--- src/design/gps_pkg.sv ---
// ----------------------------------------------------------------------------
// gps_pkg
// Shared types and constants of the gait phase sequencer.
// ----------------------------------------------------------------------------
package gps_pkg;

    localparam int DT_W       = 21;
    localparam int DT_MAG_W   = DT_W - 1;
    localparam int RATE_W     = 24;
    localparam int DUR_W      = 24;
    localparam int CFG_W      = 24;
    localparam int CFG_ADDR_W = 1;
    localparam int PROD_FULL_W = DT_MAG_W + RATE_W;
    localparam int PROD_W     = 31;
    localparam int PHASE_W    = 33;
    localparam int TIMER_W    = 26;
    localparam int STATE_W    = 3;
    localparam int KIND_W     = 3;
    localparam int FAULT_W    = 2;
    localparam int S_TDATA_W  = 32;
    localparam int M_TDATA_W  = 48;

    localparam int QUEUE_DEPTH = 2;

    localparam logic [RATE_W-1:0]  PHASE_RATE_RESET     = 24'd42950;
    localparam logic [DUR_W-1:0]   PAUSE_DURATION_RESET = 24'd0;
    localparam logic [DT_MAG_W-1:0] ZERO_DT_US          = 20'd100;
    localparam logic [PROD_FULL_W-1:0] QUARTER_CYCLE    = PROD_FULL_W'(64'h4000_0000);
    localparam logic [PHASE_W-1:0] HALF_CYCLE           = 33'h0_8000_0000;
    localparam logic [PHASE_W:0]   FULL_CYCLE           = 34'h1_0000_0000;
    localparam logic [TIMER_W-1:0] TIMER_MAX            = 26'h3FF_FFFF;

    // configuration register indexes
    localparam logic [CFG_ADDR_W-1:0] REG_PHASE_RATE     = 1'd0;
    localparam logic [CFG_ADDR_W-1:0] REG_PAUSE_DURATION = 1'd1;

    // reported walk state codes
    localparam logic [STATE_W-1:0] WS_IDLE       = 3'd0;
    localparam logic [STATE_W-1:0] WS_START_MOVE = 3'd1;
    localparam logic [STATE_W-1:0] WS_START_STEP = 3'd2;
    localparam logic [STATE_W-1:0] WS_WALKING    = 3'd3;
    localparam logic [STATE_W-1:0] WS_KICK       = 3'd4;
    localparam logic [STATE_W-1:0] WS_STOP_STEP  = 3'd5;
    localparam logic [STATE_W-1:0] WS_STOP_MOVE  = 3'd6;
    localparam logic [STATE_W-1:0] WS_PAUSED     = 3'd7;

    // rebuild kinds
    localparam logic [KIND_W-1:0] RB_NONE       = 3'd0;
    localparam logic [KIND_W-1:0] RB_START_MOVE = 3'd1;
    localparam logic [KIND_W-1:0] RB_START_STEP = 3'd2;
    localparam logic [KIND_W-1:0] RB_NORMAL     = 3'd3;
    localparam logic [KIND_W-1:0] RB_KICK       = 3'd4;
    localparam logic [KIND_W-1:0] RB_STOP_STEP  = 3'd5;
    localparam logic [KIND_W-1:0] RB_STOP_MOVE  = 3'd6;

    // dt fault codes
    localparam logic [FAULT_W-1:0] FAULT_NONE = 2'd0;
    localparam logic [FAULT_W-1:0] FAULT_NEG  = 2'd1;
    localparam logic [FAULT_W-1:0] FAULT_LONG = 2'd2;

    // classified item as it waits between front and back
    typedef struct packed {
        logic                end_step;
        logic                cmd_still;
        logic                walkable_ok;
        logic                pause_request;
        logic                kick_left_request;
        logic                kick_right_request;
        logic                dt_neg;
        logic [DT_MAG_W-1:0] dt_mag;
        logic                prod_long;
        logic [PROD_W-1:0]   prod;
    } gps_item_t;

endpackage

--- src/design/gps_front.sv ---
// ----------------------------------------------------------------------------
// gps_front
// Accepts request items, classifies dt and forms the phase increment.
// ----------------------------------------------------------------------------
module gps_front (
    input  logic                               s_tvalid,
    output logic                               s_tready,
    input  logic [gps_pkg::S_TDATA_W-1:0]      s_tdata,
    input  logic                               s_tuser,
    input  logic                               queue_full,
    input  logic [gps_pkg::RATE_W-1:0]         phase_rate,
    output logic                               push,
    output gps_pkg::gps_item_t                 item
);

    logic [gps_pkg::DT_W-1:0]        dt;
    logic [gps_pkg::DT_MAG_W-1:0]    dt_eff;
    logic [gps_pkg::PROD_FULL_W-1:0] prod_full;

    assign s_tready = !queue_full;
    assign push     = s_tvalid && !queue_full;
    assign dt       = s_tdata[gps_pkg::DT_W-1:0];

    // zero dt stands for the default tick length
    assign dt_eff    = (dt == '0) ? gps_pkg::ZERO_DT_US : dt[gps_pkg::DT_MAG_W-1:0];
    assign prod_full = gps_pkg::PROD_FULL_W'(dt_eff) * gps_pkg::PROD_FULL_W'(phase_rate);

    always_comb begin
        item                    = '0;
        item.end_step           = s_tuser;
        item.cmd_still          = s_tdata[gps_pkg::DT_W];
        item.walkable_ok        = s_tdata[gps_pkg::DT_W+1];
        item.pause_request      = s_tdata[gps_pkg::DT_W+2];
        item.kick_left_request  = s_tdata[gps_pkg::DT_W+3];
        item.kick_right_request = s_tdata[gps_pkg::DT_W+4];
        item.dt_neg             = dt[gps_pkg::DT_W-1];
        item.dt_mag             = dt[gps_pkg::DT_MAG_W-1:0];
        item.prod_long          = prod_full > gps_pkg::QUARTER_CYCLE;
        item.prod               = prod_full[gps_pkg::PROD_W-1:0];
    end

endmodule

--- src/design/gps_queue.sv ---
// ----------------------------------------------------------------------------
// gps_queue
// Short register queue between the classifying front and the sequencer.
// ----------------------------------------------------------------------------
module gps_queue #(
    parameter int DEPTH = gps_pkg::QUEUE_DEPTH
) (
    input  logic               aclk,
    input  logic               aresetn,
    input  logic               push,
    input  gps_pkg::gps_item_t push_item,
    output logic               full,
    input  logic               pop,
    output logic               not_empty,
    output gps_pkg::gps_item_t head_item
);

    localparam int PTR_W = (DEPTH > 1) ? $clog2(DEPTH) : 1;
    localparam int CNT_W = $clog2(DEPTH + 1);

    gps_pkg::gps_item_t entry_reg [DEPTH];
    logic [PTR_W-1:0]   wr_ptr_reg, wr_ptr_next;
    logic [PTR_W-1:0]   rd_ptr_reg, rd_ptr_next;
    logic [CNT_W-1:0]   count_reg, count_next;

    assign full      = (count_reg == CNT_W'(DEPTH));
    assign not_empty = (count_reg != '0);
    assign head_item = entry_reg[rd_ptr_reg];

    always_comb begin
        wr_ptr_next = wr_ptr_reg;
        rd_ptr_next = rd_ptr_reg;
        count_next  = count_reg;
        if (push) begin
            wr_ptr_next = (wr_ptr_reg == PTR_W'(DEPTH - 1)) ? '0 : wr_ptr_reg + 1'b1;
        end
        if (pop) begin
            rd_ptr_next = (rd_ptr_reg == PTR_W'(DEPTH - 1)) ? '0 : rd_ptr_reg + 1'b1;
        end
        if (push && !pop) begin
            count_next = count_reg + 1'b1;
        end else if (pop && !push) begin
            count_next = count_reg - 1'b1;
        end
    end

    always_ff @(posedge aclk) begin
        if (!aresetn) begin
            wr_ptr_reg <= '0;
            rd_ptr_reg <= '0;
            count_reg  <= '0;
        end else begin
            wr_ptr_reg <= wr_ptr_next;
            rd_ptr_reg <= rd_ptr_next;
            count_reg  <= count_next;
        end
    end

    always_ff @(posedge aclk) begin
        if (push) begin
            entry_reg[wr_ptr_reg] <= push_item;
        end
    end

endmodule

--- src/design/gps_back.sv ---
// ----------------------------------------------------------------------------
// gps_back
// Walk state machine, phase accumulator, pause timer and result register.
// ----------------------------------------------------------------------------
module gps_back (
    input  logic                               aclk,
    input  logic                               aresetn,
    input  logic                               in_valid,
    input  gps_pkg::gps_item_t                 in_item,
    output logic                               pop,
    input  logic [gps_pkg::DUR_W-1:0]          pause_duration,
    output logic                               m_tvalid,
    input  logic                               m_tready,
    output logic [gps_pkg::M_TDATA_W-1:0]      m_tdata
);

    typedef enum logic [7:0] {
        MODE_IDLE       = 8'b0000_0001,
        MODE_START_MOVE = 8'b0000_0010,
        MODE_START_STEP = 8'b0000_0100,
        MODE_WALKING    = 8'b0000_1000,
        MODE_KICK       = 8'b0001_0000,
        MODE_STOP_STEP  = 8'b0010_0000,
        MODE_STOP_MOVE  = 8'b0100_0000,
        MODE_PAUSED     = 8'b1000_0000
    } mode_t;

    mode_t                           mode_reg, mode_next;
    logic [gps_pkg::PHASE_W-1:0]     phase_reg, phase_next;
    logic [gps_pkg::PHASE_W-1:0]     prev_phase_reg, prev_phase_next;
    logic                            left_reg, left_next;
    logic [gps_pkg::TIMER_W-1:0]     timer_reg, timer_next;
    logic                            pause_pend_reg, pause_pend_next;
    logic                            kick_l_reg, kick_l_next;
    logic                            kick_r_reg, kick_r_next;

    logic                            m_valid_reg;
    logic [gps_pkg::M_TDATA_W-1:0]   m_data_reg, m_data_next;

    logic                            done;
    logic                            half;
    logic                            mismatch;
    logic [gps_pkg::KIND_W-1:0]      kind;
    logic [gps_pkg::FAULT_W-1:0]     fault;
    logic [gps_pkg::STATE_W-1:0]     state_code;
    logic [gps_pkg::PHASE_W:0]       phase_sum;
    logic [gps_pkg::TIMER_W:0]       timer_sum;

    assign pop      = in_valid && (!m_valid_reg || m_tready);
    assign m_tvalid = m_valid_reg;
    assign m_tdata  = m_data_reg;

    assign phase_sum = {1'b0, phase_reg} + (gps_pkg::PHASE_W+1)'(in_item.prod);
    assign timer_sum = {1'b0, timer_reg} + (gps_pkg::TIMER_W+1)'(in_item.dt_mag);

    always_comb begin
        mode_next       = mode_reg;
        phase_next      = phase_reg;
        prev_phase_next = prev_phase_reg;
        left_next       = left_reg;
        timer_next      = timer_reg;
        pause_pend_next = pause_pend_reg | in_item.pause_request;
        kick_l_next     = kick_l_reg | in_item.kick_left_request;
        kick_r_next     = kick_r_reg | in_item.kick_right_request;
        done            = 1'b0;
        half            = 1'b0;
        mismatch        = 1'b0;
        kind            = gps_pkg::RB_NONE;
        fault           = gps_pkg::FAULT_NONE;

        if (in_item.end_step) begin
            phase_next = (phase_reg < gps_pkg::HALF_CYCLE) ? gps_pkg::HALF_CYCLE : '0;
            done       = 1'b1;
        end else if (mode_reg == MODE_PAUSED) begin
            if (timer_reg > gps_pkg::TIMER_W'(pause_duration)) begin
                timer_next = '0;
                if (pause_pend_next) begin
                    pause_pend_next = 1'b0;
                    done            = 1'b1;
                end else begin
                    mode_next = MODE_WALKING;
                end
            end else begin
                if (in_item.dt_neg) begin
                    fault = gps_pkg::FAULT_NEG;
                end else if (timer_sum[gps_pkg::TIMER_W]) begin
                    timer_next = gps_pkg::TIMER_MAX;
                end else begin
                    timer_next = timer_sum[gps_pkg::TIMER_W-1:0];
                end
                done = 1'b1;
            end
        end else if (mode_reg == MODE_IDLE && (in_item.cmd_still || !in_item.walkable_ok)) begin
            done = 1'b1;
        end

        if (!done) begin
            if (in_item.dt_neg) begin
                fault = gps_pkg::FAULT_NEG;
            end else if (in_item.prod_long) begin
                fault = gps_pkg::FAULT_LONG;
            end else if (phase_sum > gps_pkg::FULL_CYCLE) begin
                phase_next = '0;
            end else begin
                phase_next = phase_sum[gps_pkg::PHASE_W-1:0];
            end

            half = (prev_phase_reg < gps_pkg::HALF_CYCLE && phase_next >= gps_pkg::HALF_CYCLE)
                || (prev_phase_reg > gps_pkg::HALF_CYCLE && phase_next < gps_pkg::HALF_CYCLE);

            // mode_next already holds walking when this tick leaves the pause
            case (mode_next)
                MODE_IDLE: begin
                    kind      = gps_pkg::RB_START_MOVE;
                    mode_next = MODE_START_MOVE;
                end
                MODE_START_MOVE: begin
                    if (half) begin
                        if (in_item.cmd_still) begin
                            mode_next = MODE_STOP_MOVE;
                            kind      = gps_pkg::RB_STOP_MOVE;
                        end else begin
                            mode_next = MODE_START_STEP;
                            kind      = gps_pkg::RB_START_STEP;
                        end
                    end
                end
                MODE_START_STEP: begin
                    if (half) begin
                        if (in_item.cmd_still) begin
                            mode_next = MODE_STOP_STEP;
                            kind      = gps_pkg::RB_STOP_STEP;
                        end else begin
                            mode_next = MODE_WALKING;
                            kind      = gps_pkg::RB_NORMAL;
                        end
                    end
                end
                MODE_WALKING: begin
                    if (half && pause_pend_next) begin
                        mode_next       = MODE_PAUSED;
                        pause_pend_next = 1'b0;
                        done            = 1'b1;
                    end else if (half && ((kick_l_next && !left_reg)
                                          || (kick_r_next && left_reg))) begin
                        kind        = gps_pkg::RB_KICK;
                        mode_next   = MODE_KICK;
                        kick_l_next = 1'b0;
                        kick_r_next = 1'b0;
                    end else if (half) begin
                        if (in_item.cmd_still) begin
                            mode_next = MODE_STOP_STEP;
                            kind      = gps_pkg::RB_STOP_STEP;
                        end else begin
                            kind = gps_pkg::RB_NORMAL;
                        end
                    end
                end
                MODE_KICK: begin
                    if (half) begin
                        mode_next = MODE_WALKING;
                        kind      = gps_pkg::RB_NORMAL;
                    end
                end
                MODE_STOP_STEP: begin
                    if (half) begin
                        mode_next = MODE_STOP_MOVE;
                        kind      = gps_pkg::RB_STOP_MOVE;
                    end
                end
                MODE_STOP_MOVE: begin
                    if (half) begin
                        mode_next = MODE_IDLE;
                        done      = 1'b1;
                    end
                end
                default: begin
                end
            endcase

            // every rebuild swaps the support foot
            if (kind != gps_pkg::RB_NONE) begin
                left_next = !left_reg;
            end

            if (!done) begin
                mismatch = (phase_next < gps_pkg::HALF_CYCLE && !left_next)
                        || (phase_next >= gps_pkg::HALF_CYCLE && left_next);
                if (!mismatch) begin
                    prev_phase_next = phase_next;
                end
            end
        end
    end

    always_comb begin
        case (mode_next)
            MODE_IDLE:       state_code = gps_pkg::WS_IDLE;
            MODE_START_MOVE: state_code = gps_pkg::WS_START_MOVE;
            MODE_START_STEP: state_code = gps_pkg::WS_START_STEP;
            MODE_WALKING:    state_code = gps_pkg::WS_WALKING;
            MODE_KICK:       state_code = gps_pkg::WS_KICK;
            MODE_STOP_STEP:  state_code = gps_pkg::WS_STOP_STEP;
            MODE_STOP_MOVE:  state_code = gps_pkg::WS_STOP_MOVE;
            MODE_PAUSED:     state_code = gps_pkg::WS_PAUSED;
            default:         state_code = gps_pkg::WS_IDLE;
        endcase
    end

    assign m_data_next = {4'b0, mismatch, fault, kind, half, left_next, phase_next, state_code};

    always_ff @(posedge aclk) begin
        if (!aresetn) begin
            mode_reg       <= MODE_IDLE;
            phase_reg      <= '0;
            prev_phase_reg <= '0;
            left_reg       <= 1'b0;
            timer_reg      <= '0;
            pause_pend_reg <= 1'b0;
            kick_l_reg     <= 1'b0;
            kick_r_reg     <= 1'b0;
            m_valid_reg    <= 1'b0;
        end else begin
            if (pop) begin
                mode_reg       <= mode_next;
                phase_reg      <= phase_next;
                prev_phase_reg <= prev_phase_next;
                left_reg       <= left_next;
                timer_reg      <= timer_next;
                pause_pend_reg <= pause_pend_next;
                kick_l_reg     <= kick_l_next;
                kick_r_reg     <= kick_r_next;
                m_valid_reg    <= 1'b1;
            end else if (m_tready) begin
                m_valid_reg <= 1'b0;
            end
        end
    end

    always_ff @(posedge aclk) begin
        if (pop) begin
            m_data_reg <= m_data_next;
        end
    end

endmodule

--- src/design/gait_phase_sequencer.sv ---
// ----------------------------------------------------------------------------
// gait_phase_sequencer
// Gait phase and walk state sequencer for a legged walk controller.
// ----------------------------------------------------------------------------
// Requests enter on the s_ stream (one tick or end-step request each) and
// every request gives exactly one result on the m_ stream, in order.
// Registers phase_rate and pause_duration are written through cfg_we,
// cfg_addr and cfg_wdata; the user writes them only while the block is idle.
// The block does not enforce this. An accepted request passes through the
// queue to the result register, which drives m_tdata with m_tvalid high.
// Throughput: one request per cycle while m_tready is high. The front stage
// does the dt times rate multiply and writes a short queue; the back stage
// reads one queued request a cycle into the walk FSM and result register.
// When the receiver holds m_tready low the result register holds its data,
// the queue fills and s_tready drops once it is full; no request is lost.
// Reset (aresetn low at a clock edge) empties the queue and result register,
// returns the walk to idle with zero phase and right foot support, clears
// pending requests and the pause timer, and restores register defaults.
// ----------------------------------------------------------------------------
module gait_phase_sequencer #(
    parameter int QUEUE_DEPTH = gps_pkg::QUEUE_DEPTH
) (
    input  logic                               aclk,
    input  logic                               aresetn,
    // config write port
    input  logic                               cfg_we,
    input  logic [gps_pkg::CFG_ADDR_W-1:0]     cfg_addr,
    input  logic [gps_pkg::CFG_W-1:0]          cfg_wdata,
    // request stream
    input  logic                               s_tvalid,
    output logic                               s_tready,
    // dt_us[20:0], cmd_still[21], walkable_ok[22], pause_request[23],
    // kick_left_request[24], kick_right_request[25], zero[31:26]
    input  logic [gps_pkg::S_TDATA_W-1:0]      s_tdata,
    // op[0]
    input  logic                               s_tuser,
    // result stream
    output logic                               m_tvalid,
    input  logic                               m_tready,
    // walk_state[2:0], gait_phase[35:3], left_support[36], half_step_done[37],
    // rebuild_kind[40:38], dt_fault[42:41], support_mismatch[43], zero[47:44]
    output logic [gps_pkg::M_TDATA_W-1:0]      m_tdata
);

    logic [gps_pkg::RATE_W-1:0] phase_rate_reg;
    logic [gps_pkg::DUR_W-1:0]  pause_duration_reg;

    logic                       push;
    logic                       pop;
    logic                       queue_full;
    logic                       queue_not_empty;
    gps_pkg::gps_item_t         front_item;
    gps_pkg::gps_item_t         head_item;

    always_ff @(posedge aclk) begin
        if (!aresetn) begin
            phase_rate_reg     <= gps_pkg::PHASE_RATE_RESET;
            pause_duration_reg <= gps_pkg::PAUSE_DURATION_RESET;
        end else if (cfg_we) begin
            case (cfg_addr)
                gps_pkg::REG_PHASE_RATE: begin
                    phase_rate_reg <= cfg_wdata[gps_pkg::RATE_W-1:0];
                end
                gps_pkg::REG_PAUSE_DURATION: begin
                    pause_duration_reg <= cfg_wdata[gps_pkg::DUR_W-1:0];
                end
                default: begin
                end
            endcase
        end
    end

    gps_front u_front (
        .s_tvalid   (s_tvalid),
        .s_tready   (s_tready),
        .s_tdata    (s_tdata),
        .s_tuser    (s_tuser),
        .queue_full (queue_full),
        .phase_rate (phase_rate_reg),
        .push       (push),
        .item       (front_item)
    );

    gps_queue #(
        .DEPTH (QUEUE_DEPTH)
    ) u_queue (
        .aclk      (aclk),
        .aresetn   (aresetn),
        .push      (push),
        .push_item (front_item),
        .full      (queue_full),
        .pop       (pop),
        .not_empty (queue_not_empty),
        .head_item (head_item)
    );

    gps_back u_back (
        .aclk           (aclk),
        .aresetn        (aresetn),
        .in_valid       (queue_not_empty),
        .in_item        (head_item),
        .pop            (pop),
        .pause_duration (pause_duration_reg),
        .m_tvalid       (m_tvalid),
        .m_tready       (m_tready),
        .m_tdata        (m_tdata)
    );

endmodule
--- config.mk ---
export PLATFORM = sky130hd
export DESIGN_NAME = gait_phase_sequencer
export DESIGN_NICKNAME = d
export VERILOG_FILES = /design/src/design/gps_pkg.sv /design/src/design/gps_front.sv /design/src/design/gps_queue.sv /design/src/design/gps_back.sv /design/src/design/gait_phase_sequencer.sv
export SDC_FILE = /design/constraint.sdc
export NUM_CORES = 2
export LEC_CHECK = 0
export ABC_AREA = 1
export BUFFER_PORTS_ARGS = -buffer_cell sky130_fd_sc_hd__buf_2
export CORE_UTILIZATION = 25
export DETAILED_ROUTE_END_ITERATION = 10
export PLACE_DENSITY = 0.5
export REMOVE_ABC_BUFFERS = 1
export SETUP_SLACK_MARGIN = 0.4
export SLEW_MARGIN = 20
export SYNTH_ARGS = -nofsm -noshare
export SYNTH_HDL_FRONTEND = slang
export SYNTH_SLANG_ARGS = --single-unit
--- constraint.sdc ---
create_clock -name aclk -period 16.31 [get_ports aclk]
set_clock_uncertainty 0.2 [all_clocks]
set_input_delay 3.262 -clock aclk [delete_from_list [all_inputs] [get_ports aclk]]
set_output_delay 3.262 -clock aclk [all_outputs]
set_load 0.1 [all_outputs]
Yosys cells after proc, flatten, opt, wreduce, memory -nomap -nowiden
Memories as Yosys holds them, arrays and structs flattened. A register that Yosys moved wholly into a read port is not among the register bits. Cells that the tools add are included.

Flip-flop bits (word level): 201. Bits in latches: 0. Bits in writable memories: 118. Memory bits (read-only): 0. Input port bits: 63. Output and inout port bits: 50. Logic and storage cells: 176. Memories kept: 1.

Memory list: u_queue.entry_reg (words 2, bits a word 59, read ports 1, clocked after Yosys merged registers in 1, wr ports 1, RTL line gps_queue.sv:21) `gps_pkg::gps_item_t entry_reg [DEPTH];`.

Add/sub/neg operators: 6. Multiply operators: 1. Div/mod/pow operators: 0. Order comparisons: 8. Eq/ne operators: 18. Shift operators: 0. Multiplexer cells: 82. Bitwise gates (word level): 8. Reductions and logical operators: 35.

Operator list (count): 33-bit 2-to-1 mux (6); 8-bit 2-to-1 mux (14); 33-bit by 32-bit < comparator with 1-bit output, second input constant (3); 26-bit 2-to-1 mux (3); 8-bit case mux with 7 select lines (1); 44-bit by 31-bit > comparator with 1-bit output, second input constant (1); 20-bit by 24-bit multiplier with 44-bit output (1); 33-bit by 31-bit adder with 34-bit output (1); 34-bit by 33-bit > comparator with 1-bit output, second input constant (1); 1-bit 2-to-1 mux (34); 33-bit by 32-bit >= comparator with 1-bit output, second input constant (1); 33-bit by 32-bit > comparator with 1-bit output, second input constant (1); 32-bit 2-to-1 mux (1); 26-bit by 20-bit adder with 27-bit output (1); 26-bit by 24-bit > comparator with 1-bit output (1); 3-bit 2-to-1 mux (8); 21-bit logical NOT (1); 3-bit case mux with 7 select lines (1); 20-bit 2-to-1 mux (1); 2-bit 2-to-1 mux (9); 3-bit case mux with 6 select lines (1); 8-bit by 1-bit == test with 1-bit output, second input constant (2); 8-bit by 2-bit == test with 1-bit output, second input constant (2); 8-bit by 3-bit == test with 1-bit output, second input constant (2); other kinds (23) (61).

Depth between registers and ports, before layout
Depth after elaboration: 23. Mapped depth: 42. Mapped depth without buffers: 39.

Cells and area by module
From an unflattened synthesis, not the netlist that was laid out.

Cell total of the unflattened synthesis: 4972. Area, all modules: 36332.3 µm².

By module, submodules not included: gps_front (times used 1, cells each 2561, area an instance 18006.0 µm², seq. area each 0.0 µm²); gps_back (times used 1, cells each 1946, area an instance 11887.7 µm², seq. area each 3423.3 µm²); gps_queue (times used 1, cells each 219, area an instance 4530.6 µm², seq. area each 3643.5 µm²); gait_phase_sequencer (times used 1, cells each 246, area an instance 1908.1 µm², seq. area each 960.9 µm²).

Worst setup path before layout
OpenSTA, ideal clock, no wires.

Path type: in2reg. Start: input s_tdata[8] (netlist bit). End: memory u_queue.entry_reg[0][31] (netlist bit), data pin. Setup time: 0.258 ns. Arrival time: 11.110 ns. Data required time: 15.852 ns. Path slack: 4.742 ns. Stages: 37. Path buffers: 2. Cells stage by stage: clkbuf_1 nor4_1 nand4_1 or3b_2 nand2_1 clkinv_1 clkbuf_1 nor2_1 fa_1 fa_1 inv_1 fa_1 inv_1 fa_1 inv_1 fa_1 inv_1 fa_1 inv_1 fa_1 inv_1 ha_1 nand2_1 o21ai_0 a21oi_1 o21ai_0 a21boi_0 o21ai_0 a21boi_0 o21ai_0 a21boi_0 o21ai_0 xor2_1 a21oi_1 nand3_1 nor2_1 nand2_1.

RTL lines: from (decl) (RTL line gait_phase_sequencer.sv:34) `input logic [gps_pkg::S_TDATA_W-1:0] s_tdata,`; to (decl) (RTL line gps_queue.sv:21).

==> results.md <==
* Final Cycle Share at 0.830
* Post-layout util at 0.279
* Final setup violation count at 0
* Crit. Startpoint: s_tdata[17]
* CP most frequent cell: fa_1
* # diodes at 0
* Die area at 136,000 sq um
* EDFF count, synth at 162
* Die height at 368 um
* Largest register FFs at between 100 and 150
* Routed WL per cell at 14.9 um
* Final Hold Viols at 0
* Worst slew pin tran at 1.15 ns
* Clk buf depth at 3
* Hold crit path type: register to register
* Top post-synthesis cells by count: 1,212 x nand2_1, 1,048 x inv_1, 394 x fa_1
* Site Rows at around 130
* GPL Wtd Cong at 0.869
* Yosys reg bits at 320
* CTS tree: built
* Pin count of the biggest net entering global routing at 77
* DRC at 0
* Number of port buffers at 102
* I/O Pins at 113
* Drt via density at 4.30
* Synth async-reset ratio at 0
* Placeable Area at 133,000 sq um
* CP max FO at 27
* Clk_lat worst skew at ~0.60 ns
* Synth top area share at 0.235
* Crit. End Element: register
* Max-capacitance violation count at 0
* Yosys warns at 0
* CP peak stage delay at 0.81 ns
* Antenna-violating nets left at 0
* Setup TNS at 0 ns
* P&R area growth vs syn at 11.0%
* Leading area contributor after synthesis: fa_1
* Grt ovf at 0
* Rel. slew slack at 0.234
* Hold wc startpoint: u_queue.rd_ptr_reg
* Starting density of the core at 0.252
* Tmin final at 13.54 ns
* Worst Path Arrival at about 14 ns
* Cell count of the worst reg-to-reg path at 31
* Post-Synthesis Cells at 4,425
* Total track usage at 0.138
* CTS Root Cell: clkbuf_16
* Post-Syn Area per Cell at 7.58 sq um
* HPWL Detailed at 70,800 um
* Crit Path Class: primary input to register
* Hold depth at 1
* DRT Wirelength at 92,800 um
* Syn Std Cell Area at 33,500 sq um
* Reg2Reg Launch Point: phase_rate_reg[9]
* Initial antenna violation count at 6
* CP required at 16.42 ns
* DR vias at 26,800
* Top post-synthesis cells by area: fa_1 24%, edfxtp_1 15%, nand2_1 14%
* Cell with the most instances after synthesis: nand2_1
* Clk sinks at between 300 and 400
* Layout cell share with drive strength beyond 1 at 0.0607
* Ys flop type: edfxtp_1
* Post-CTS setup repair buffer count at 0
* Final-layout fill cell count at 14,600
* Max Slew Vio Count at 0
* Worst setup SP type: primary input
* Post-synthesis cell type count at 46
* Pre-Repair DR Iteration Count at 5
* Layout net count at between 5,000 and 6,000
* CTS Hold Bufs at 0
* Highest clock rate at 0.0738 GHz
* Top Layer Used: met5
* Sequential area share after synthesis at 0.239
* Met2 routed wirelength at 43,400 um
* RSZ-0062 raised after global routing: no
* Met3 wire length at 3540 um
* Wl on met1 at 43,300 um
* Num CTS Buffers at 39
* H-tree depth at 2
* Worst-path clk slew at roughly 0.060 ns
* Die W at ~370 um
* DR iter-0 viols at 1,640
* CP max-delay cell: nor4_1
* First-pass GRT wire length at 149,000 um
* Post_cts resized at 0
* Run status: finished, final reports clean
* Vias in the first global route at 26,600
final timing paths:
check	to	slack, ns
worst max-delay path	u_queue.entry_reg[1][31]	2.77
worst min-delay path	register	0.25
worst max register to register	u_queue.entry_reg[1][31]	7.29
worst min register to register	register	0.25
cell type report:
| class | count | area, sq um | area share |
|---|---|---|---|
| clock buffer | 44 | 1010 | 0.0272 |
| clock inverter | 27 | 312 | 0.00837 |
| inverter | 1055 | 3960 | 0.106 |
| multi-input combinational | 2865 | 20800 | 0.559 |
| sequential | 320 | 8030 | 0.216 |
| tap | 1768 | 2210 | 0.0594 |
| timing repair buffer | 151 | 881 | 0.0237 |
worst max-delay path: cells and delay by family:
| family | cells | cell delay (ns) |
|---|---|---|
| fa+ha+maj | 8 | 3.76 |
| compound gates | 11 | 2.87 |
| simple gates | 8 | 2.45 |
| buf+inv | 9 | 1.29 |
metrics by stage:
| stage | instance area (sq um) | cells | hold WS, ns | setup WS [ns] |
|---|---|---|---|---|
| 3_5_place_dp | 35900 | 6159 | 0.238 | 2.31 |
| 3_3_place_gp | 35900 | 6157 | 0.230 | 1.70 |
| 2_1_floorplan | 32800 | 4240 | 0.225 | 4.17 |
| 5_1_grt | 37200 | 6230 | 0.277 | 1.98 |
| 6_report | 37200 | 6230 | 0.249 | 2.77 |
| 4_1_cts | 37200 | 6230 | 0.247 | 2.93 |
layer usage:
metal,up-vias,track usage
li1,13300,-
met5,-,0
met4,6,0.0398
met3,116,0.0139
met1,12800,0.189
met2,477,0.230
logic make-up after synthesis:
group | Yosys count | synth area share
multiplexers | 2 | 0.000597
adder cells (fa/ha/maj) | 624 | 0.321
flip-flops | 320 | 0.239
XOR/XNOR | 64 | 0.0167
other | 1 | 0.000112
AO/OA/AOI/OAI | 500 | 0.0791
AND/OR/NAND/NOR | 1671 | 0.202
buffers and inverters | 1243 | 0.141
cells in the final DEF (no fill, tap or decap), drive strengths merged, types with 7 or more instances in the layout:
master and n:
o21ai 212, nor4 14, inv 1057, nand2 1222
a21oi 224, o211ai 15, xnor2 22, dfxtp 158
xor2 42, clkinv 19, ha 230, nand3 145
clkbuf 44, fa 394, nor3 20, buf 151
a31oi 10, a21boi 7, nand4 29, nor2 227
edfxtp 162, o31ai 10
Power is left out: the tool's default activity adds up to more than one toggle a clock period on the data nets, which glitch-free logic cannot reach.
